## src/rtl/lkv_pkg.sv

```systemverilog
`timescale 1ns / 1ps

package lkv_pkg;

	localparam int MAX_ENTRIES_DEF = 16;
	localparam int CAP_W = 5;
	localparam int DATA_W = 32;

	localparam logic [CAP_W-1:0] CAP_RESET = CAP_W'(16);

	localparam logic MODE_GET = 1'b0;
	localparam logic MODE_PUT = 1'b1;

	localparam logic signed [DATA_W-1:0] MISS_VALUE = -DATA_W'(1);

	typedef struct packed {
		logic                     valid;
		logic signed [DATA_W-1:0] key;
		logic signed [DATA_W-1:0] value;
	} entry_t;

	// per-cycle command broadcast to every cell
	typedef struct packed {
		logic promote;  // request hit: cells up to the hit shift down one
		logic insert;   // put miss with nonzero capacity: whole chain shifts down one
	} cell_ctl_t;

endpackage

```

## src/rtl/lru_key_value_cache.sv

```systemverilog
`timescale 1ns / 1ps

// LRU key/value cache, fully associative.
//
// Request channel: a request (mode, key, write_value) is taken at a rising
// edge with start high and busy low. busy is never raised, so a request can
// be issued every cycle. mode 0 is a get, mode 1 a put.
// Result channel: done pulses for one cycle with found and read_value. The
// taking edge registers the request; the next edge registers the compare,
// the chain update and the result. One result per request, in request order.
// The receiver cannot stall; results must be taken when done is high.
// Throughput is one request per cycle: the key compare is combinational, and
// the cell chain shifts at the same edge that registers the result.
// Config channel: cfg_valid/cfg_ready writes the 5-bit capacity. cfg_ready is
// always high. Write only while no request is in flight.
// Storage: a chain of cells ordered by recency, cell 0 most recent. A hit
// rotates the hit entry to the head; an insert shifts the whole chain and
// drops the last held entry when the count has reached capacity.
// Reset (arst_n low) empties the cache and sets capacity to 16. No clearing
// pass is needed; the asynchronous reset clears every valid bit.

module lru_key_value_cache #(
	parameter int MAX_ENTRIES = lkv_pkg::MAX_ENTRIES_DEF
) (
	input  logic                              clk,
	input  logic                              arst_n,
	input  logic                              start,
	output logic                              busy,
	input  logic                              mode,
	input  logic signed [lkv_pkg::DATA_W-1:0] key,
	input  logic signed [lkv_pkg::DATA_W-1:0] write_value,
	output logic                              done,
	output logic                              found,
	output logic signed [lkv_pkg::DATA_W-1:0] read_value,
	input  logic                              cfg_valid,
	output logic                              cfg_ready,
	input  logic [lkv_pkg::CAP_W-1:0]         cfg_data
);
	import lkv_pkg::*;

	localparam int CW   = $clog2(MAX_ENTRIES + 1);
	localparam int CMPW = (CW > CAP_W) ? CW : CAP_W;

	// config
	logic [CAP_W-1:0] capacity_q;
	logic [CW-1:0]    cap_eff;

	// request stage
	logic                     req_valid_s1;
	logic                     mode_s1;
	logic signed [DATA_W-1:0] key_s1;
	logic signed [DATA_W-1:0] wval_s1;

	// chain
	logic [CW-1:0]            count_q;
	logic [CW-1:0]            new_count;
	cell_ctl_t                ctl;
	entry_t                   head;
	entry_t                   cell_entry [MAX_ENTRIES];
	logic [MAX_ENTRIES-1:0]   match_vec;
	logic [MAX_ENTRIES-1:0]   valid_vec;
	logic [MAX_ENTRIES-1:0]   ins_valid;
	logic [MAX_ENTRIES-1:0]   therm_vec;
	logic [MAX_ENTRIES:0]     seen;
	logic [DATA_W-1:0]        hv [MAX_ENTRIES+1];
	logic                     hit;

	// result
	logic                     done_q;
	logic                     found_q;
	logic signed [DATA_W-1:0] read_value_q;

	assign busy      = 1'b0;
	assign cfg_ready = 1'b1;

	always_ff @(posedge clk or negedge arst_n) begin
		if (!arst_n) begin
			capacity_q <= CAP_RESET;
		end else if (cfg_valid && cfg_ready) begin
			capacity_q <= cfg_data;
		end
	end

	// capacity above the table size acts as the table size
	assign cap_eff = (CMPW'(capacity_q) > CMPW'(MAX_ENTRIES)) ?
		CW'(MAX_ENTRIES) : CW'(capacity_q);

	always_ff @(posedge clk or negedge arst_n) begin
		if (!arst_n) begin
			req_valid_s1 <= 1'b0;
		end else begin
			req_valid_s1 <= start && !busy;
		end
	end

	always_ff @(posedge clk) begin
		if (start && !busy) begin
			mode_s1 <= mode;
			key_s1  <= key;
			wval_s1 <= write_value;
		end
	end

	assign hit = seen[MAX_ENTRIES];

	assign ctl.promote = req_valid_s1 && hit;
	assign ctl.insert  = req_valid_s1 && !hit && (mode_s1 == MODE_PUT) &&
		(cap_eff != '0);

	// full: the least recent entry falls off, count holds
	assign new_count = (count_q >= cap_eff) ? count_q : count_q + CW'(1);

	// new head: the requested key, with the put value or the hit value kept
	assign head.valid = 1'b1;
	assign head.key   = key_s1;
	assign head.value = (mode_s1 == MODE_PUT) ? wval_s1 : $signed(hv[MAX_ENTRIES]);

	assign seen[0] = 1'b0;
	assign hv[0]   = '0;

	for (genvar p = 0; p < MAX_ENTRIES; p++) begin : g_cell
		entry_t prev;

		if (p == 0) begin : g_head
			assign prev = head;
		end else begin : g_link
			assign prev = cell_entry[p-1];
		end

		assign ins_valid[p] = CW'(p) < new_count;
		assign therm_vec[p] = CW'(p) < count_q;
		assign valid_vec[p] = cell_entry[p].valid;

		lkv_cell u_cell (
			.clk        (clk),
			.arst_n     (arst_n),
			.ctl        (ctl),
			.cmp_key    (key_s1),
			.ins_valid  (ins_valid[p]),
			.prev_entry (prev),
			.seen_in    (seen[p]),
			.hv_in      (hv[p]),
			.entry      (cell_entry[p]),
			.match      (match_vec[p]),
			.seen_out   (seen[p+1]),
			.hv_out     (hv[p+1])
		);
	end

	always_ff @(posedge clk or negedge arst_n) begin
		if (!arst_n) begin
			count_q <= '0;
			done_q  <= 1'b0;
		end else begin
			done_q <= req_valid_s1;
			if (ctl.insert) begin
				count_q <= new_count;
			end
		end
	end

	always_ff @(posedge clk) begin
		if (req_valid_s1) begin
			found_q <= hit;
			if (mode_s1 == MODE_PUT) begin
				read_value_q <= '0;
			end else if (hit) begin
				read_value_q <= $signed(hv[MAX_ENTRIES]);
			end else begin
				read_value_q <= MISS_VALUE;
			end
		end
	end

	assign done       = done_q;
	assign found      = found_q;
	assign read_value = read_value_q;

`ifndef SYNTHESIS
	// keys held in the chain are unique
	a_single_match: assert property (@(posedge clk) disable iff (!arst_n)
		req_valid_s1 |-> $onehot0(match_vec))
		else $error("more than one cell matched the key");

	// held entries are packed at the head of the chain
	a_packed: assert property (@(posedge clk) disable iff (!arst_n)
		valid_vec == therm_vec)
		else $error("cell valid bits disagree with entry count");

	a_done_follows: assert property (@(posedge clk) disable iff (!arst_n)
		req_valid_s1 |=> done)
		else $error("request without result");

	a_put_zero: assert property (@(posedge clk) disable iff (!arst_n)
		(req_valid_s1 && mode_s1 == MODE_PUT) |=> (read_value == '0))
		else $error("put result not zero");
`endif

endmodule

```

## src/rtl/lkv_cell.sv

```systemverilog
`timescale 1ns / 1ps

module lkv_cell (
	input  logic                          clk,
	input  logic                          arst_n,
	input  lkv_pkg::cell_ctl_t            ctl,
	input  logic signed [lkv_pkg::DATA_W-1:0] cmp_key,
	input  logic                          ins_valid,
	input  lkv_pkg::entry_t               prev_entry,
	input  logic                          seen_in,
	input  logic [lkv_pkg::DATA_W-1:0]    hv_in,
	output lkv_pkg::entry_t               entry,
	output logic                          match,
	output logic                          seen_out,
	output logic [lkv_pkg::DATA_W-1:0]    hv_out
);
	import lkv_pkg::*;

	logic                     valid_q;
	logic signed [DATA_W-1:0] key_q;
	logic signed [DATA_W-1:0] value_q;
	logic                     upd;

	assign match    = valid_q && (key_q == cmp_key);
	assign seen_out = seen_in | match;
	assign hv_out   = hv_in | (match ? DATA_W'(value_q) : '0);

	// on a hit, only cells at or above the hit position move
	assign upd = ctl.insert | (ctl.promote & ~seen_in);

	assign entry.valid = valid_q;
	assign entry.key   = key_q;
	assign entry.value = value_q;

	always_ff @(posedge clk or negedge arst_n) begin
		if (!arst_n) begin
			valid_q <= 1'b0;
		end else if (upd) begin
			valid_q <= ctl.insert ? ins_valid : 1'b1;
		end
	end

	always_ff @(posedge clk) begin
		if (upd) begin
			key_q   <= prev_entry.key;
			value_q <= prev_entry.value;
		end
	end

endmodule

```

## config.mk

```make
export PLATFORM = sky130hd
export DESIGN_NAME = lru_key_value_cache
export DESIGN_NICKNAME = d
export VERILOG_FILES = /design/src/rtl/lkv_pkg.sv /design/src/rtl/lru_key_value_cache.sv /design/src/rtl/lkv_cell.sv
export SDC_FILE = /design/constraint.sdc
export NUM_CORES = 1
export LEC_CHECK = 0
export ABC_CLOCK_PERIOD_IN_PS = 9660
export BUFFER_PORTS_ARGS = -buffer_cell sky130_fd_sc_hd__buf_2
export CAP_MARGIN = 20
export CELL_PAD_IN_SITES_DETAIL_PLACEMENT = 1
export CELL_PAD_IN_SITES_GLOBAL_PLACEMENT = 2
export CORE_MARGIN = 5
export CORE_UTILIZATION = 40
export CTS_BUF_LIST = sky130_fd_sc_hd__clkbuf_4 sky130_fd_sc_hd__clkbuf_8
export DETAILED_ROUTE_END_ITERATION = 10
export PLACE_DENSITY_LB_ADDON = 0.1
export SLEW_MARGIN = 20
export SYNTH_ARGS = -nofsm -noshare
export SYNTH_HDL_FRONTEND = slang
export SYNTH_SLANG_ARGS = --single-unit
```

## constraint.sdc

```tcl
create_clock -name clk -period 9.66 [get_ports clk]
set_input_delay 1.932 -clock clk [delete_from_list [all_inputs] [get_ports clk]]
set_output_delay 1.932 -clock clk [all_outputs]
set_load 0.01 [all_outputs]
```

# After elaboration in Yosys (flattened, before gate mapping)
# Cells that the tools add are included.
# word_totals
latch_bits	0
reg_bits	1150
in_bits	74
n_memories	0
mem_bits_rw	0
rom_bits	0
# classes
bitwise_logic	76
shifts	0
eq_ne	16
mux	36
reduce_logical	22
n_mul	0
n_lt_le_gt_ge	18
div_mod_pow	0
addsub	1
# op_table
op	n
2-to-1 mux 32 bit	18
== test 32 bit	16
OR 32 bit	15
< comparator 4 x 5 -> 1 bit, first input constant	8
OR 1 bit	31
logical AND 1 bit	20
< comparator 3 x 5 -> 1 bit, first input constant	4
2-to-1 mux 1 bit	16
AND 1 bit	15
NOT 1 bit	15
< comparator 1 x 5 -> 1 bit, first input constant	2
< comparator 2 x 5 -> 1 bit, first input constant	2
2-to-1 mux 5 bit	2
adder 5 x 1 -> 5 bit, second input constant	1
>= comparator 5 bit	1
greater-than comparator 5 bit, second input constant	1
nonzero test 5 bit	1
logical NOT 1 bit	1

# Longest topological paths before layout
# Gate-level depths: netlist of run 1.
# logic_depth
ltp_word	22
depth_mapped	12
ltp_nobuf	10

# Cells and area by module
# A second synthesis of run 1 with hierarchy kept.
# unflattened
cells_unflattened	4032
area_unflattened_um2	55533.3
# by_module_without_submodules
module	cells_per_inst	area_per_inst_um2	seq_area_each_um2	n_inst
lkv_cell	231	3194.3	1946.9	16
lru_key_value_cache	336	4424.2	3244.4	1

# Worst setup path after synthesis of run 1
# OpenSTA, ideal clock, no wires.
# synth_path
path_type	flip-flop to flip-flop
start	reg key_s1[3]
end	reg g_cell[15].u_cell.key_q[0] (enable)
period_less_slack_ns	7.711
setup_time_ns	0.581
stages_incl_launch_ff	10
arrival_time_ns	7.130
slack_ns	1.949
n_path_buf	2
required_ns	9.079
path_cell_list	edfxtp_1 clkbuf_1 buf_2 xnor2_1 nand4_1 or3b_2 nor3_1 or4_1 nand3_1 o31ai_1
# synth_between
elab_chain_cells	22
elab_cells_between_ends	55
classes_between	eq/ne: 16; bitwise: 18; reduce/logical: 21
# synth_rtl
item	line_no	text
from (decl)	lru_key_value_cache.sv:51	logic signed [DATA_W-1:0] key_s1;
from (signal assigned)	lru_key_value_cache.sv:99	key_s1 <= key;
== test 32 bit	lkv_cell.sv:24	assign match = valid_q && (key_q == cmp_key);
logical AND 1 bit	lkv_cell.sv:24	
OR 1 bit (15 in a row)	lkv_cell.sv:25	assign seen_out = seen_in | match;
logical NOT 1 bit	lru_key_value_cache.sv:107	assign ctl.insert = req_valid_s1 && !hit && (mode_s1 == MODE_PUT) &&
logical AND 1 bit (3 in a row)	lru_key_value_cache.sv:107	
OR 1 bit (*)	lkv_cell.sv:29	assign upd = ctl.insert | (ctl.promote & ~seen_in);
net g_cell[15].u_cell.upd	lkv_cell.sv:22	logic upd;
to (signal assigned)	lkv_cell.sv:45	key_q <= prev_entry.key;
to (decl)	lkv_cell.sv:20	logic signed [DATA_W-1:0] key_q;
# Mark *: on every way through the listed nets, which the timed path passes. The rest lies on a longest branch.
# A chain may end at the register's enable or synchronous reset.

# Worst setup path after layout of run 1
# layout_path
start	reg key_s1[30]
end	reg g_cell[6].u_cell.value_q[15] (enable)
# layout_between
elab_chain_cells	22
elab_cells_between_ends	55
classes_between	eq/ne: 16; bitwise: 18; reduce/logical: 21
# layout_rtl
item	line_no	text
== test 32 bit	lkv_cell.sv:24	
logical AND 1 bit	lkv_cell.sv:24	
OR 1 bit (15 in a row)	lkv_cell.sv:25	
logical NOT 1 bit	lru_key_value_cache.sv:107	
logical AND 1 bit (3 in a row)	lru_key_value_cache.sv:107	
OR 1 bit (*)	lkv_cell.sv:29	
net g_cell[6].u_cell.upd	lkv_cell.sv:22	
to (signal assigned)	lkv_cell.sv:46	value_q <= prev_entry.value;
to (decl)	lkv_cell.sv:21	logic signed [DATA_W-1:0] value_q;
# Marks and branches as above.

==> run metrics, run 1 <==
Root Buffer=clkbuf_8; post-CTS sizing=0; core area=about 110000 µm²; H-tree levels=4; Synth cell types=46; CP max stage delay=0.67 ns; R2R cell count=11; clock share of power=38.0%; Die X=349 µm; Int Power=approximately 8.4 mW; Chip Height=between 300 and 400 µm; first-pass GRT wire length=202000 µm; WP buf/inv=3; global-route usage over all layers=roughly 23%; Hold Crit Class=reg2reg; Final Hold Fails=0; Layout fillers=~11000; number of flops mapped to enable cells by yosys=1122; DRT Pass-1 Iters=7; setup TNS=0 ns; Worst path slowest cell=buf_4; max-cap viol count=0; P&R area growth vs syn=14.0%; ys async rst share=under 10%; Crit. End Element=register; drt total wl=between 100000 and 150000 µm; Reg-to-Reg End=g_cell[6].u_cell.value_q[15]; ys flop type=edfxtp_1; Mean Syn Cell Area=16.9 µm²; TritonCTS Buffers=196; max frequency=193 MHz; clk_lat worst skew=0.86 ns; register area share after synthesis=74.9%; post-CTS setup repair buffer count=0; initial core utilization=approximately 40%; largest net degree at the start of global routing=60; min-delay src=g_cell[4].u_cell.value_q[3]; Synth Instances=2719; mapped cell area=around 46000 µm²; Hold Path End=g_cell[5].u_cell.value_q[3]; Top delay family on crit path=simple AND/OR/NAND/NOR gates; Remaining DRCs=0; CTS sink cnt=~1200; Logic pwr share=8.6%; Max transition margin=approximately 31%; vias in the first global route=28592; final setup vio count=0; minimum hold slack=0.432 ns; switching power of the nets=2.93 mW; Post-Layout Cell Count=4631; Placer Congestion=between 0.9 and 1; GRT Residual Overflow=0; PD cells=between 200 and 250 nW/µm²; Via density=5.67; DR WL/cell=~30 µm; clk slew on worst S/H paths=0.06 ns; CTS tree=built; Iteration-0 DRC Markers=2285; share of cells above drive strength 1=16.9%; RSZ-0062 raised after global routing=false; Critical Path RT=between 10 and 15 ns; fin. max-slew vios=0; VDD IR-drop max=127 µV; P_leak=about 17 nW; Ports=110; Port Buf Inserts=107; WS Path Type=reg2reg; crit-path cells=buf_4 -> xor2_1 -> or4_1 -> or4b_1 -> nor4_4 -> buf_4 -> nor4_1 -> and4_1 -> or3_1 -> nand2_4 -> buf_4; vias=26238; Antenna Nets Post-Route=0; most frequent CP cell=buf_4; dpl cells=4281; fin crit share=53.7%; clk_skew=0.0465 ns; Synth area leader=edfxtp_1; hold path cells=0; Syn Nets=2799; Slew @ Worst Pin=1.04 ns; Clock Path Buffers=3; FF-to-FF Start=key_s1[30]; DPL Wire Length=92300 µm; Synth Register Bits=1150; Hold Buf Count CTS=0; Startpoint Class=register; share of the synthesized area in the top cell type=73.4%; Sw Share=25.7%; worst setup path start=key_s1[30]; nets=3047; CP max FO=35; Synth warnings=0; Period minus WS final=just over 5 ns; outcome=completed; row cnt=124; most frequent cells after synthesis=1122 x edfxtp_1, 459 x xor2_1, 194 x nor4_1; main area contributors after synthesis=edfxtp_1 73%, xor2_1 8.8%, nor4_1 2.6%; Reg power frac=53.4%; Worst EP arrival=5.66 ns; initial antenna violation count=4; die area=122000 µm²; most frequent cell after synthesis=edfxtp_1; reg2reg setup slack=4.47 ns
-- metal layers --
metal	global-route usage [%]	part of all wire, %
met4	8.78	3.5
met1	30.1	42
met3	3.99	5.9
met2	37.8	48
met5	0	0
-- power by group through the flow --
stage | combinational (mW) | clock [mW] | sequential [mW]
finish | 0.978 | 4.32 | 6.07
global placement | 0.974 | 0 | 6.16
floorplan | 0.572 | 0 | 6.09
global route | 1.04 | 4.70 | 6.09
CTS | 0.992 | 4.43 | 6.07
detailed placement | 0.987 | 0 | 6.17
-- cell families after synthesis --
group	Yosys count	share of synthesized area [%]
muxes	40	0.883
other	2	0.0164
adders and majority gates	6	0.164
AOI/OAI and AO/OA	334	5.88
DFF	1150	74.9
buffers and inverters	173	1.64
and+or+nand+nor	494	6.56
xor gates and xnor gates	520	9.92
-- registers in the layout, indices dropped and copies added (netlist names) --
name / count
found: 1
mode_s1: 1
g_cell.u_cell.value_q: 512
g_cell.u_cell.valid_q: 16
g_cell.u_cell.key_q: 512
wval_s1: 32
read_value: 32
capacity_q: 5
done: 1
key_s1: 32
req_valid_s1: 1
count_q: 5
-- final cells by class --
type | count | area, µm² | area share [%]
inverter | 41 | 154 | 0.294
multi-input combinational | 1396 | 11000 | 21.0
clock buffer | 271 | 3340 | 6.38
sequential | 1150 | 34400 | 65.7
clock inverter | 75 | 455 | 0.871
timing repair buffer | 182 | 1100 | 2.10
antenna | 4 | 10.0 | 0.0191
tap | 1512 | 1890 | 3.62
-- cells in the final DEF (no fill, tap or decap), types with 5 or more instances in the layout --
| cell type | instances |
|---|---|
| or3_1 | 6 |
| clkinv_1 | 45 |
| xnor2_1 | 61 |
| nand3_1 | 36 |
| nand2_1 | 44 |
| or4_1 | 6 |
| nor3_2 | 10 |
| a21oi_1 | 43 |
| a22oi_1 | 7 |
| ha_1 | 6 |
| a221oi_1 | 128 |
| a31oi_1 | 5 |
| dfrtp_1 | 26 |
| inv_1 | 41 |
| nand2_4 | 12 |
| nor3_1 | 21 |
| buf_2 | 106 |
| clkbuf_4 | 63 |
| clkbuf_8 | 208 |
| buf_4 | 76 |
| nor4_2 | 5 |
| a22o_1 | 128 |
| and4_1 | 34 |
| nor4b_1 | 9 |
| o21ai_0 | 10 |
| xor2_1 | 459 |
| nor4_1 | 189 |
| nand4b_1 | 34 |
| nand4_1 | 32 |
| nor2_1 | 33 |
| clkinv_2 | 18 |
| edfxtp_1 | 1122 |
| mux2i_1 | 34 |
-- worst reg2reg max path: cells and delay by family (launching register included) --
kind	cells	cell delay (ns)
flops	1	0.35
xor+xnor	1	0.26
simple gates	7	2.64
buf+inv	3	1.54
-- how the worst max path moves through the flow --
stage | endpoint | cells after the start
after global routing | g_cell[6].u_cell.value_q[2] | 11
after CTS | g_cell[6].u_cell.value_q[3] | 11
after floorplan | g_cell[15].u_cell.key_q[0] | 9
after detailed placement | g_cell[6].u_cell.value_q[2] | 11
final | g_cell[6].u_cell.value_q[15] | 11
after global placement | g_cell[6].u_cell.value_q[31] | 11
-- through the flow --
step / worst slack (ns) / total power, mW / area (µm²) / util (%)
after floorplan: 1.95 / 6.66 / 45900 / -
after global placement: 4.54 / 7.13 / 48500 / 42.5
after detailed placement: 4.53 / 7.15 / 48500 / 42.5
after CTS: 4.51 / 11.5 / 52300 / 45.8
after global routing: 4.35 / 11.8 / 52300 / 45.8
final: 4.47 / 11.4 / 52300 / 45.8
Note: power is estimated with default switching activity, not from simulation.
==> run 2, diff against run 1 <==
Settings changed: ABC_CLOCK_PERIOD_IN_PS 9660 to 5000.
Clock period 9.66 ns to 5 ns, I/O delays scaled along.
==> run 2 against run 1 <==
Net effect:
- clock power increased by 89%
- fmax increased by 7.5%
- worst hold slack got worse by 0.22 ns
- first-iteration DRC count increased by 0.66%
- sequential power increased by 94%
- global-route usage increased by 1.3 points
- via count increased by 2.1%
- register-to-register slack got worse by 4.3 ns
- die area unchanged
- critical path type unchanged
==> run metrics, run 2 (synthesis gave the netlist of run 1 again) <==
met3 wire length=8580 µm (+3.9%); Placer Congestion=0.960 (-2.1%); post-CTS setup repair buffer count=0 (unchanged); TritonCTS Buffers=195 (-0.51%); Remaining DRCs=0 (unchanged); largest net degree at the start of global routing=66 (+10%); CP max FO=33 (-5.7%); minimum hold slack=0.217 ns (-0.215 ns); VDD IR-drop max=252 µV (+98%); reg2reg setup slack=0.18 ns (-4.30 ns); Final Hold Fails=0 (unchanged); P_leak=17.7 nW (+1.4%); clk_lat worst skew=0.86 ns (about the same); CP max stage delay=1.04 ns (+0.37 ns); share of cells above drive strength 1=17.9% (+1.0 points); max frequency=207 MHz (+7.5%); final setup vio count=0 (unchanged); Layout Utilization=46.2% (+0.42 points); PD cells=414 nW/µm² (+91%); placed cell area=49100 µm² (+1.2%); commonest non-fill, non-tap cell in the layout=edfxtp_1; fin. max-slew vios=0 (unchanged); setup TNS=0 ns (unchanged); vias in the first global route=28992 (+1.4%); crit-path cells=xor2_1 -> nor4_1 -> nand4_1 -> nor3_2 -> buf_4 -> nor4_1 -> nand2b_1 -> nand2_4 -> buf_12; post-CTS sizing=0 (unchanged); first-pass GRT wire length=212000 µm (+5.4%); metal2 WL=71000 µm (+4.2%); Max transition margin=21.6% (-9.0 points); Layout fillers=11110 (+0.60%); Chip Height=349 µm (unchanged); biggest regs=g_cell.u_cell.key_q: 512 flops, g_cell.u_cell.value_q: 512 flops; Ports=110 (unchanged); core area=114000 µm² (unchanged); Via density=5.72 (+1.0%); dpl cells=4327 (+1.1%); initial core utilization=40.2% (unchanged); Worst EP arrival=5.35 ns (-0.31 ns); Root Buffer=clkbuf_8; RSZ-0062 raised after global routing=false; Iteration-0 DRC Markers=2300 (+0.66%); drt total wl=148000 µm (+5.4%); CTS sink cnt=1150 (unchanged); row cnt=124 (unchanged); vias=26801 (+2.1%); nets=3092 (+1.5%); DRT Pass-1 Iters=5 (-2); Crit. End Element=register; global-route usage over all layers=24.1% (+1.3 points); Antenna Nets Post-Route=0 (unchanged); outcome=completed; Port Buf Inserts=107 (unchanged); Seq. cell area=34400 µm² (unchanged); Slew @ Worst Pin=1.17 ns (+0.125 ns); P&R area growth vs syn=15.0%; Reg-to-Reg End=g_cell[7].u_cell.key_q[28]; Critical Path RT=5.53 ns (-4.60 ns); WL met1=64200 µm (+8.0%); DPL Wire Length=98900 µm (+7.2%); R2R cell count=9 (-2); initial antenna violation count=3 (-1); Post-Layout Cell Count=4683 (+1.1%); clk slew on worst S/H paths=0.06 ns (about the same); max-cap viol count=0 (unchanged); top sig layer=met4; Worst path slowest cell=edfxtp_1; Hold Buf Count CTS=0 (unchanged); most frequent CP cell=nor4_1; DR WL/cell=31.7 µm (+4.2%); Clock Path Buffers=3 (unchanged); WS Path Type=reg2reg; Die X=349 µm (unchanged); commonest cells after routing, fill and taps aside=1122 x edfxtp_1, 459 x xor2_1, 197 x clkbuf_8; Period minus WS final=4.82 ns (-0.364 ns); GRT Residual Overflow=0 (unchanged); CTS tree=built; multi-input logic area=11000 µm² (about the same); Startpoint Class=register; post-route cell area=52800 µm² (+0.93%); FF-to-FF Start=key_s1[7]; clk_skew=0.0397 ns (-0.00678 ns); H-tree levels=4 (unchanged); Hold Crit Class=in2async; die area=122000 µm² (unchanged); fin crit share=96.5% (+43 points)
## run 2: cell types whose count changed in the layout (fill, tap and decap cells not counted), moves of 2 or more
cell / previous run / this run
buf_4: 76 / 102
buf_12: 0 / 20
clkinv_1: 45 / 58
clkbuf_8: 208 / 197
clkinvlp_4: 3 / 7
clkbuf_4: 63 / 66
bufinv_16: 4 / 2
diode_2: 4 / 2
## run 2: how the worst max path moves through the flow
stage	from	to	slack, ns	cells past startpoint
global placement	key_s1[7]	g_cell[7].u_cell.key_q[6]	0.20	9
finish	key_s1[7]	g_cell[7].u_cell.key_q[28]	0.18	9
global route	key_s1[7]	g_cell[7].u_cell.key_q[7]	0.1	9
CTS	key_s1[7]	g_cell[7].u_cell.key_q[7]	0.14	9
detailed placement	key_s1[7]	g_cell[7].u_cell.key_q[6]	0.20	9
floorplan	key_s1[21]	g_cell[4].u_cell.valid_q	-0.1	10
## run 2: routing by layer
layer,vias up,global-route usage [%]
met5,-,0
met4,0,7.86
met3,246,4.38
met2,1037,39.6
met1,14107,32.7
li1,11411,-
## run 2: area by class of cell
cell class,count,share of cell area [%]
sequential,1150,65.1
antenna,2,0.00948
clock buffer,263,6.07
multi-input combinational,1396,20.8
tap,1512,3.58
clock inverter,91,0.893
timing repair buffer,228,3.21
inverter,41,0.291
## run 2: critical path, delay by kind of cell, from the launching register on
family	cells	cell delay, ns
AND/OR/NAND/NOR	6	2.19
flip-flops	1	1.04
buffers and inverters	2	0.91
XOR/XNOR	1	0.30
## run 2: per-stage QoR
stage               worst slack, ns  total power, mW
floorplan                   -0.0963             12.9
global placement              0.198             13.9
detailed placement            0.196             13.9
CTS                           0.138             22.1
global route                 0.0967             22.8
finish                        0.176             21.9
## run 2: report_power, final
part	total (mW)	leakage (nW)	switching [mW]	internal, mW
logic	1.93	4.94	1.35	0.580
clock network	8.16	1.94	3.90	4.26
registers	11.8	10.8	0.493	11.3
total	21.9	17.7	5.75	16.1
